$ cat config.mk
export PLATFORM = sky130hd
export DESIGN_NAME = json_token_lexer
export DESIGN_NICKNAME = d
export VERILOG_FILES = /design/src/hdl/jtl_pkg.sv /design/src/hdl/jtl_decode.sv /design/src/hdl/jtl_emit.sv /design/src/hdl/json_token_lexer.sv
export SDC_FILE = /design/constraint.sdc
export NUM_CORES = 1
export LEC_CHECK = 0
export BUFFER_PORTS_ARGS = -buffer_cell sky130_fd_sc_hd__buf_2
export CORE_MARGIN = 10
export CORE_UTILIZATION = 36
export CTS_CLUSTER_SIZE = 14
export DETAILED_ROUTE_END_ITERATION = 10
export HOLD_SLACK_MARGIN = 0.1
export PLACE_DENSITY = 0.57
export SKIP_CTS_REPAIR_TIMING = 1
export SLEW_MARGIN = 25
export SYNTH_ARGS = -nofsm -noshare
export SYNTH_HDL_FRONTEND = slang
export SYNTH_HIERARCHICAL = 1
export SYNTH_SLANG_ARGS = --single-unit
$ cat constraint.sdc
create_clock -name clk -period 3.87 [get_ports clk]
set_input_delay 0.1935 -clock clk [delete_from_list [all_inputs] [get_ports clk]]
set_output_delay 0.1935 -clock clk [all_outputs]
set_load 0.01 [all_outputs]
$ cat src/hdl/jtl_pkg.sv
// ----------------------------------------------------------------------------
// JSON token lexer package
// Shared character codes, token kinds, lexer modes, result types and the
// byte classification used by the lexer.
// ----------------------------------------------------------------------------
package jtl_pkg;

    localparam int ResultsMax = 3;

    localparam logic [7:0] CH_LBRACE   = 8'h7B;
    localparam logic [7:0] CH_RBRACE   = 8'h7D;
    localparam logic [7:0] CH_LBRACKET = 8'h5B;
    localparam logic [7:0] CH_RBRACKET = 8'h5D;
    localparam logic [7:0] CH_COLON    = 8'h3A;
    localparam logic [7:0] CH_COMMA    = 8'h2C;
    localparam logic [7:0] CH_BACKSL   = 8'h5C;
    localparam logic [7:0] CH_QUOTE    = 8'h22;
    localparam logic [7:0] CH_MINUS    = 8'h2D;
    localparam logic [7:0] CH_PLUS     = 8'h2B;
    localparam logic [7:0] CH_DOT      = 8'h2E;
    localparam logic [7:0] CH_SPACE    = 8'h20;
    localparam logic [7:0] CH_CR       = 8'h0D;
    localparam logic [7:0] CH_LF       = 8'h0A;
    localparam logic [7:0] CH_TAB      = 8'h09;
    localparam logic [7:0] CH_ZERO     = 8'h30;
    localparam logic [7:0] CH_NINE     = 8'h39;
    localparam logic [7:0] CH_LOW_A    = 8'h61;
    localparam logic [7:0] CH_LOW_E    = 8'h65;
    localparam logic [7:0] CH_LOW_F    = 8'h66;
    localparam logic [7:0] CH_LOW_L    = 8'h6C;
    localparam logic [7:0] CH_LOW_R    = 8'h72;
    localparam logic [7:0] CH_LOW_S    = 8'h73;
    localparam logic [7:0] CH_LOW_T    = 8'h74;
    localparam logic [7:0] CH_LOW_U    = 8'h75;

    localparam logic [2:0] KIND_LBRACE   = 3'd0;
    localparam logic [2:0] KIND_RBRACE   = 3'd1;
    localparam logic [2:0] KIND_LBRACKET = 3'd2;
    localparam logic [2:0] KIND_RBRACKET = 3'd3;
    localparam logic [2:0] KIND_COLON    = 3'd4;
    localparam logic [2:0] KIND_COMMA    = 3'd5;
    localparam logic [2:0] KIND_VALUE    = 3'd6;
    localparam logic [2:0] KIND_EOF      = 3'd7;

    typedef enum logic [3:0] {
        MODE_IDLE = 4'b0001,
        MODE_STR  = 4'b0010,
        MODE_ESC  = 4'b0100,
        MODE_BARE = 4'b1000
    } jtl_mode_t;

    typedef struct packed {
        logic [2:0] kind;
        logic       has_byte;
        logic [7:0] value_char;
        logic       token_done;
        logic       unterminated;
    } jtl_result_t;

    typedef struct packed {
        jtl_result_t [ResultsMax-1:0] res;
        logic [1:0]                   cnt;
    } jtl_batch_t;

    typedef struct packed {
        logic        emit;
        jtl_result_t res;
        logic        to_str;
        logic        to_bare;
    } jtl_idle_t;

    localparam jtl_result_t RES_CLOSE = '{
        kind: KIND_VALUE, has_byte: 1'b0, value_char: 8'h00,
        token_done: 1'b1, unterminated: 1'b0
    };

    function automatic logic is_value_letter(input logic [7:0] c);
        logic hit;
        case (c) inside
            [CH_ZERO:CH_NINE], CH_MINUS, CH_PLUS, CH_DOT,
            CH_LOW_F, CH_LOW_A, CH_LOW_L, CH_LOW_S,
            CH_LOW_E, CH_LOW_T, CH_LOW_R, CH_LOW_U: hit = 1'b1;
            default: hit = 1'b0;
        endcase
        return hit;
    endfunction

    function automatic jtl_result_t value_byte(input logic [7:0] c);
        jtl_result_t r;
        r.kind         = KIND_VALUE;
        r.has_byte     = 1'b1;
        r.value_char   = c;
        r.token_done   = 1'b0;
        r.unterminated = 1'b0;
        return r;
    endfunction

    function automatic jtl_result_t punct(input logic [2:0] kind);
        jtl_result_t r;
        r.kind         = kind;
        r.has_byte     = 1'b0;
        r.value_char   = 8'h00;
        r.token_done   = 1'b1;
        r.unterminated = 1'b0;
        return r;
    endfunction

    // Bare value letters are already lowercase, so the byte passes unchanged.
    function automatic jtl_idle_t idle_byte(input logic [7:0] c);
        jtl_idle_t o;
        o.emit    = 1'b1;
        o.res     = RES_CLOSE;
        o.to_str  = 1'b0;
        o.to_bare = 1'b0;
        case (c) inside
            CH_LBRACE:   o.res = punct(KIND_LBRACE);
            CH_RBRACE:   o.res = punct(KIND_RBRACE);
            CH_LBRACKET: o.res = punct(KIND_LBRACKET);
            CH_RBRACKET: o.res = punct(KIND_RBRACKET);
            CH_COLON:    o.res = punct(KIND_COLON);
            CH_COMMA:    o.res = punct(KIND_COMMA);
            CH_QUOTE:
            begin
                o.emit   = 1'b0;
                o.to_str = 1'b1;
            end
            CH_SPACE, CH_CR, CH_LF, CH_TAB: o.emit = 1'b0;
            default:
            begin
                if (is_value_letter(c))
                begin
                    o.res     = value_byte(c);
                    o.to_bare = 1'b1;
                end
            end
        endcase
        return o;
    endfunction

endpackage

$ cat src/hdl/jtl_decode.sv
// ----------------------------------------------------------------------------
// JSON token lexer decode
// Works out from the current lexer mode and one input byte the next mode and
// the ordered list of up to three results that the byte causes.
// ----------------------------------------------------------------------------
module jtl_decode (
    input  jtl_pkg::jtl_mode_t  mode,
    input  logic [7:0]          data_byte,
    input  logic                end_of_input,
    output jtl_pkg::jtl_mode_t  mode_next,
    output jtl_pkg::jtl_batch_t batch
);

    always_comb
    begin
        jtl_pkg::jtl_idle_t   idle;
        jtl_pkg::jtl_mode_t   m;
        jtl_pkg::jtl_result_t eof_res;
        logic [1:0]           n;

        batch   = '0;
        eof_res = '0;
        n       = 2'd0;
        m       = mode;
        idle    = jtl_pkg::idle_byte(data_byte);

        unique case (mode)
            jtl_pkg::MODE_STR:
            begin
                if (data_byte == jtl_pkg::CH_QUOTE)
                begin
                    m = jtl_pkg::MODE_IDLE;
                    batch.res[n] = jtl_pkg::RES_CLOSE;
                end
                else
                begin
                    if (data_byte == jtl_pkg::CH_BACKSL)
                    begin
                        m = jtl_pkg::MODE_ESC;
                    end
                    batch.res[n] = jtl_pkg::value_byte(data_byte);
                end
                n = n + 2'd1;
            end
            jtl_pkg::MODE_ESC:
            begin
                m = jtl_pkg::MODE_STR;
                batch.res[n] = jtl_pkg::value_byte(data_byte);
                n = n + 2'd1;
            end
            jtl_pkg::MODE_BARE:
            begin
                if (jtl_pkg::is_value_letter(data_byte))
                begin
                    batch.res[n] = jtl_pkg::value_byte(data_byte);
                    n = n + 2'd1;
                end
                else
                begin
                    m = jtl_pkg::MODE_IDLE;
                    batch.res[n] = jtl_pkg::RES_CLOSE;
                    n = n + 2'd1;
                    if (idle.emit)
                    begin
                        batch.res[n] = idle.res;
                        n = n + 2'd1;
                    end
                    if (idle.to_str)
                    begin
                        m = jtl_pkg::MODE_STR;
                    end
                end
            end
            jtl_pkg::MODE_IDLE:
            begin
                if (idle.emit)
                begin
                    batch.res[n] = idle.res;
                    n = n + 2'd1;
                end
                if (idle.to_str)
                begin
                    m = jtl_pkg::MODE_STR;
                end
                else if (idle.to_bare)
                begin
                    m = jtl_pkg::MODE_BARE;
                end
            end
            default:
            begin
                m = jtl_pkg::MODE_IDLE;
            end
        endcase

        if (end_of_input)
        begin
            eof_res              = jtl_pkg::punct(jtl_pkg::KIND_EOF);
            eof_res.unterminated = (m == jtl_pkg::MODE_STR) || (m == jtl_pkg::MODE_ESC);
            if ((m == jtl_pkg::MODE_BARE) && (n != 2'd3))
            begin
                batch.res[n] = jtl_pkg::RES_CLOSE;
                n = n + 2'd1;
            end
            if (n != 2'd3)
            begin
                batch.res[n] = eof_res;
                n = n + 2'd1;
            end
            m = jtl_pkg::MODE_IDLE;
        end

        batch.cnt = n;
        mode_next = m;
    end

endmodule

$ cat src/hdl/jtl_emit.sv
// ----------------------------------------------------------------------------
// JSON token lexer result emitter
// Holds the results of one byte and hands them out one transfer per cycle while
// m_tready is high, marking the last of them with tlast.
// ----------------------------------------------------------------------------
module jtl_emit (
    input  logic                clk,
    input  logic                rst_n,
    input  logic                load,
    input  jtl_pkg::jtl_batch_t batch,
    output logic                can_load,
    output logic                m_tvalid,
    input  logic                m_tready,
    output logic [15:0]         m_tdata,   // has_byte, value_char, token_done, unterminated
    output logic [2:0]          m_tuser,   // token_kind
    output logic                m_tlast    // run_last
);

    jtl_pkg::jtl_result_t [jtl_pkg::ResultsMax-1:0] res_reg;
    logic [1:0]                                     cnt_reg;
    logic                                           take;

    assign m_tvalid = (cnt_reg != 2'd0);
    assign take     = m_tvalid && m_tready;
    assign can_load = (cnt_reg == 2'd0) || ((cnt_reg == 2'd1) && m_tready);

    always_ff @(posedge clk or negedge rst_n)
    begin
        if (!rst_n)
        begin
            cnt_reg <= 2'd0;
        end
        else if (load)
        begin
            cnt_reg <= batch.cnt;
        end
        else if (take)
        begin
            cnt_reg <= cnt_reg - 2'd1;
        end
    end

    always_ff @(posedge clk)
    begin
        if (load)
        begin
            res_reg <= batch.res;
        end
        else if (take)
        begin
            res_reg[0] <= res_reg[1];
            res_reg[1] <= res_reg[2];
        end
    end

    assign m_tdata = {5'd0, res_reg[0].unterminated, res_reg[0].token_done,
                      res_reg[0].value_char, res_reg[0].has_byte};
    assign m_tuser = res_reg[0].kind;
    assign m_tlast = (cnt_reg == 2'd1);

endmodule

$ cat src/hdl/json_token_lexer.sv
// ----------------------------------------------------------------------------
// JSON token lexer
// Takes JSON text one byte per transfer and gives the tokens it forms:
// punctuation, value bytes with value ends, and an end-of-file token.
//
//   Channel  Direction  tdata                tuser       tlast
//   s_*      in         data_byte            -           end_of_input
//   m_*      out        token result fields  token_kind  run_last
//
// A byte waits in the input register, where it is decoded; its results are
// loaded into the result register once that is free and give zero to three
// transfers, one per cycle while m_tready is high. The result register drains
// at that rate, so bytes enter back to back while each gives at most one result.
// Reset puts the lexer in idle mode with no results pending.
// A stalled result side holds the input register, which then stops taking bytes.
// ----------------------------------------------------------------------------
module json_token_lexer (
    input  logic        clk,
    input  logic        rst_n,
    input  logic        s_tvalid,
    output logic        s_tready,
    input  logic [7:0]  s_tdata,   // data_byte
    input  logic        s_tlast,   // end_of_input
    output logic        m_tvalid,
    input  logic        m_tready,
    output logic [15:0] m_tdata,   // has_byte, value_char, token_done, unterminated
    output logic [2:0]  m_tuser,   // token_kind
    output logic        m_tlast    // run_last
);

    logic                in_valid_reg;
    logic [7:0]          in_byte_reg;
    logic                in_eoi_reg;
    jtl_pkg::jtl_mode_t  mode_reg;
    jtl_pkg::jtl_mode_t  mode_next;
    jtl_pkg::jtl_batch_t batch;
    logic                can_load;
    logic                advance;

    assign advance  = in_valid_reg && can_load;
    assign s_tready = !in_valid_reg || can_load;

    always_ff @(posedge clk or negedge rst_n)
    begin
        if (!rst_n)
        begin
            in_valid_reg <= 1'b0;
            mode_reg     <= jtl_pkg::MODE_IDLE;
        end
        else
        begin
            if (s_tready)
            begin
                in_valid_reg <= s_tvalid;
            end
            if (advance)
            begin
                mode_reg <= mode_next;
            end
        end
    end

    always_ff @(posedge clk)
    begin
        if (s_tvalid && s_tready)
        begin
            in_byte_reg <= s_tdata;
            in_eoi_reg  <= s_tlast;
        end
    end

    jtl_decode u_decode (
        .mode         (mode_reg),
        .data_byte    (in_byte_reg),
        .end_of_input (in_eoi_reg),
        .mode_next    (mode_next),
        .batch        (batch)
    );

    jtl_emit u_emit (
        .clk      (clk),
        .rst_n    (rst_n),
        .load     (advance),
        .batch    (batch),
        .can_load (can_load),
        .m_tvalid (m_tvalid),
        .m_tready (m_tready),
        .m_tdata  (m_tdata),
        .m_tuser  (m_tuser),
        .m_tlast  (m_tlast)
    );

endmodule
* After elaboration in Yosys (flattened, before gate mapping)
Index checks and enable logic that the tools add are counted.
** Storage, ports and cells
- Flip-flop bits (word level) :: 58
- Bits of input ports :: 13
- Output and inout port bits :: 22
- Word-level logic and storage cells :: 161
** Operators by class
- Add/subtract/negate cells :: 3
- Magnitude comparators :: 6
- Eq/ne operators :: 33
- Muxes and demuxes :: 78
- Bitwise gates (word level) :: 3
- Reductions and logical operators :: 18
** Operator list (count)
- $mux W14 :: 12
- $mux W42 :: 3
- $eq A8 B7 Y1 const B :: 13
- $mux W28 :: 3
- $demux W14 S2 :: 2
- $eq A8 B6 Y1 const B :: 7
- $pmux W14 S4 :: 1
- $mux W11 :: 4
- $bwmux W42 :: 1
- $mux W1 :: 35
- $and A22 B33 Y33 :: 1
- $not A33 Y33 :: 1
- $eq A8 B4 Y1 const B :: 3
- $mux W4 :: 6
- $mux W2 :: 9
- $pmux W4 S4 :: 1
- $reduce_or A12 Y1 :: 1
- $or A6 B9 Y9 :: 1
- $eq A4 B2 Y1 const B :: 2
- $eq A4 B3 Y1 const B :: 2
- $eq A4 B4 Y1 const B :: 2
- $ge A8 B6 Y1 const B :: 1
- $le A8 B6 Y1 const B :: 1
- $logic_and A1 B1 Y1 :: 8
- 14 further kinds :: 21

* Logic depth before layout (Yosys ltp)
- Depth in word-level cells :: 36
- Gate-level depth with buffers :: 14
- Mapped depth without buffers :: 13

* Modules after synthesis
The synthesis kept the hierarchy.
** Modules (own cells, without submodules)
- jtl_emit :: times used 1, cells each 112, area an instance 1914.3 um^2, sequential area each 1311.3 um^2
- jtl_decode :: times used 1, cells each 159, area an instance 1058.5 um^2, sequential area each 0.0 um^2
- json_token_lexer :: times used 1, cells each 23, area an instance 485.5 um^2, sequential area each 396.6 um^2

* Worst setup path before layout
No wires, ideal clock.
- Path kind :: reg-to-reg
- Start :: reg in_byte_reg[1]
- End :: reg u_emit.res_reg, in the netlist u_emit/m_tdata[1] (data pin)
- Library setup time :: 0.260 ns
- Data arrival time :: 2.981 ns
- Data required time :: 3.610 ns
- Path slack :: 0.629 ns
- Cell stages (with the launch flop) :: 15
- Path buffers :: 1
- Clock period less this slack :: 3.241 ns
- Cell sequence :: edfxtp_1 buf_4 xnor2_1 o32ai_1 nand3_1 a221oi_4 a2111o_2 inv_2 ha_1 nand2b_1 and4b_1 o2bb2ai_2 a21oi_2 and2_1 mux2_2
** RTL lines
- from (decl) :: line json_token_lexer.sv:32 : logic [7:0] in_byte_reg;
- from (signal assigned) :: line json_token_lexer.sv:67 : in_byte_reg <= s_tdata;
- to (signal assigned) :: line jtl_emit.sv:47 : res_reg <= batch.res;
- to (decl) :: line jtl_emit.sv:19 : jtl_pkg::jtl_result_t [jtl_pkg::ResultsMax-1:0] res_reg;

==> results.md <==
- Outcome: completed
- TritonRoute pass-1 iters: 5
- Total GRT Usage: 9.47%
- Crit path DAT: 3.69 ns
- RSZ-0062 raised after global routing: false
- Cell count after synthesis: 294
- Maximum VDD drop: 0.225 mV
- Max-slew violations: 0
- Vias per cell: 4.65
- Share of layout cells above drive strength 1: 31.1%
- Asr flop ratio synth: 12.1%
- Synth Cell Area: 3460 sq um
- Placer Congestion: 0.933
- CP Class: reg2reg
- TritonCTS clock tree: built
- PD cells: 774 nW/um^2
- Max Cap Viol: 0
- CTS Sinks: 58
- Worst EP required: 3.96 ns
- Final TNS setup: 0 ns
- Worst-path clk slew: 0.07 ns
- Grt ovf: 0
- Avg WL per Cell: 14.4 um
- Worst slack, placed: 0.300 ns
- Initial drt markers: 202
- Most frequent cells in the layout: edfxtp_1 (51), buf_2 (29), mux2_2 (28)
- Latest clock arrival within the worst-skew pair: 0.34 ns
- Pin count of the biggest net entering global routing: 32
- Slew margin rel.: 54.5%
- Ant. Diodes: 0
- Reg2reg start: in_byte_reg[3]
- RR Endpoint: u_emit/m_tdata[1]
- Antenna violations before repair: 0
- Final wirelength: 6530 um
- Synth cell types: 61
- Fin. Hold Viols: 0
- Synth top area cells: edfxtp_1 (44%), buf_4 (9.3%), mux2_2 (9.1%)
- Placed cell area: 3510 sq um
- Root Driver: clkbuf_8
- Clock skew: 0.0109 ns
- Starting density of the core: 37.3%
- Port Buf Inserts: 29
- Crit path launch: in_byte_reg[3]
- R2R cell count: 13
- Most common cell after layout, fill and taps aside: edfxtp_1
- Hold WC Path Type: in2async
- Final setup vio count: 0
- Core ar.: 9280 sq um
- Top_reg_cell synth: edfxtp_1
- Row count: 35
- Number of synthesized flops with an enable pin: 51
- Die footprint: 13900 sq um
- Total CTS buffers: 9
- Antenna Nets Post-Route: 0
- Final setup margin: 0.272 ns
- Leakage: 1.51 nW
- Avg Cell Area, Syn: 11.8 sq um
- Non-filler cells, final: 454
- Max reg flops: 28
- Period minus WS final: 3.60 ns
- First-pass GRT wire length: 10600 um
- NumNets Final: 339
- I/O pin total: 35
- Synthesis-to-layout area growth: 11.1%
- Vias in the first global route: 2030
- DR vias: 2110
- Leading area contributor after synthesis: edfxtp_1
- Seq cells post-synth: 58
- Synth top area share: 44.3%
- Dpl hpwl: 4480 um
- Clock Path Buffers: 2
- CTS H-Tree Depth: 3
- Post-synthesis sequential area ratio: 49.4%
- Placed Cells: 427
- R2R Setup Slk: 0.27 ns
- Width of the die: 118 um
- Worst slew pin tran: 0.682 ns
- Worst setup EP type: flip-flop
- Synthesis Warnings: 6
- Crit path max fanout: 13
- Period utilization: 93.0%
- DRC: 0
- Post-Layout Inst Area: 3840 sq um
- FMAX: 0.278 GHz
- Die height: 118 um
- Worst Setup Start Kind: flip-flop
[critical path, cell delays in order (launching register included)]
cell and delay (ns):
edfxtp_1 0.59, nand2b_1 0.24, a211oi_1 0.25, o21ai_1 0.18, and2_1 0.23, a2111o_2 0.44
inv_2 0.15, ha_1 0.29, nand2b_1 0.09, and4b_1 0.21, o2bb2ai_2 0.16, a21oi_2 0.08
and2_1 0.18, mux2_2 0.26
[worst max-delay path by stage]
stage	endpoint	slack (ns)	cells past startpoint
5_1_grt	u_emit/m_tdata[1]	0.05	13
3_3_place_gp	u_emit/m_tdata[1]	0.32	13
6_report	u_emit/m_tdata[1]	0.27	13
3_5_place_dp	u_emit/m_tdata[1]	0.30	13
2_1_floorplan	u_emit/m_tdata[1]	0.63	14
4_1_cts	u_emit/m_tdata[1]	0.28	13
[where the power goes]
group / switching [mW] / internal, mW / leakage, nW
Combinational: 0.629 / 0.501 / 0.818
Clock: 0.267 / 0.366 / 0.106
Sequential: 0.131 / 1.08 / 0.587
Total: 1.03 / 1.95 / 1.51
[Yosys cell counts (2+ instances only)]
cell / instances
and2_1: 10
ha_1: 6
dfrtp_1: 6
inv_1: 14
nor2b_1: 6
conb_1: 2
buf_4: 43
nand2_1: 16
nand3_1: 3
or4b_4: 2
nor3_1: 2
a211oi_1: 3
nand2b_1: 8
a21oi_2: 2
nor2_1: 15
mux2_2: 28
o211ai_2: 2
a21oi_1: 10
nor4_2: 2
or3_1: 2
o21ai_0: 10
edfxtp_1: 51
buf_2: 5
o22ai_1: 3
mux2_4: 4
nand3b_1: 2
xnor2_1: 3
[routing by layer]
layer,routed length [um],GRT usage [%],vias to the layer above
met3,326,3.50,6
li1,-,-,1054
met4,81,4.64,0
met5,0,0,-
met2,2880,13.1,61
met1,3250,12.6,989
[cells by family after synthesis]
logic type / Yosys count / synth area share (%)
AO/OA/AOI/OAI: 49 / 10.7
XOR/XNOR: 3 / 0.760
adder cells (fa/ha/maj): 6 / 2.17
buffers and inverters: 65 / 12.1
flip-flops: 58 / 49.4
multiplexers: 32 / 10.9
other: 2 / 0.217
AND/OR/NAND/NOR: 79 / 13.7
[final cells by class]
class | count | area, sq um
Clock inverter | 7 | 101
Multi-Input combinational cell | 193 | 1410
Inverter | 15 | 56.3
Timing Repair Buffer | 43 | 278
Tap cell | 129 | 161
Sequential cell | 58 | 1710
Clock buffer | 9 | 124
Fill cell | 888 | 5440
[metrics by stage]
stage | total power [mW] | utilization (%) | hold slack, ns
6_report | 2.97 | 41.4 | 0.204
5_1_grt | 3.19 | 41.4 | 0.206
4_1_cts | 3.01 | 40.2 | -0.343
3_5_place_dp | 2.36 | 37.8 | 0.0352
3_3_place_gp | 2.35 | 37.8 | 0.0356
2_1_floorplan | 2.17 | - | -0.102
(Power assumes the default switching activity.)
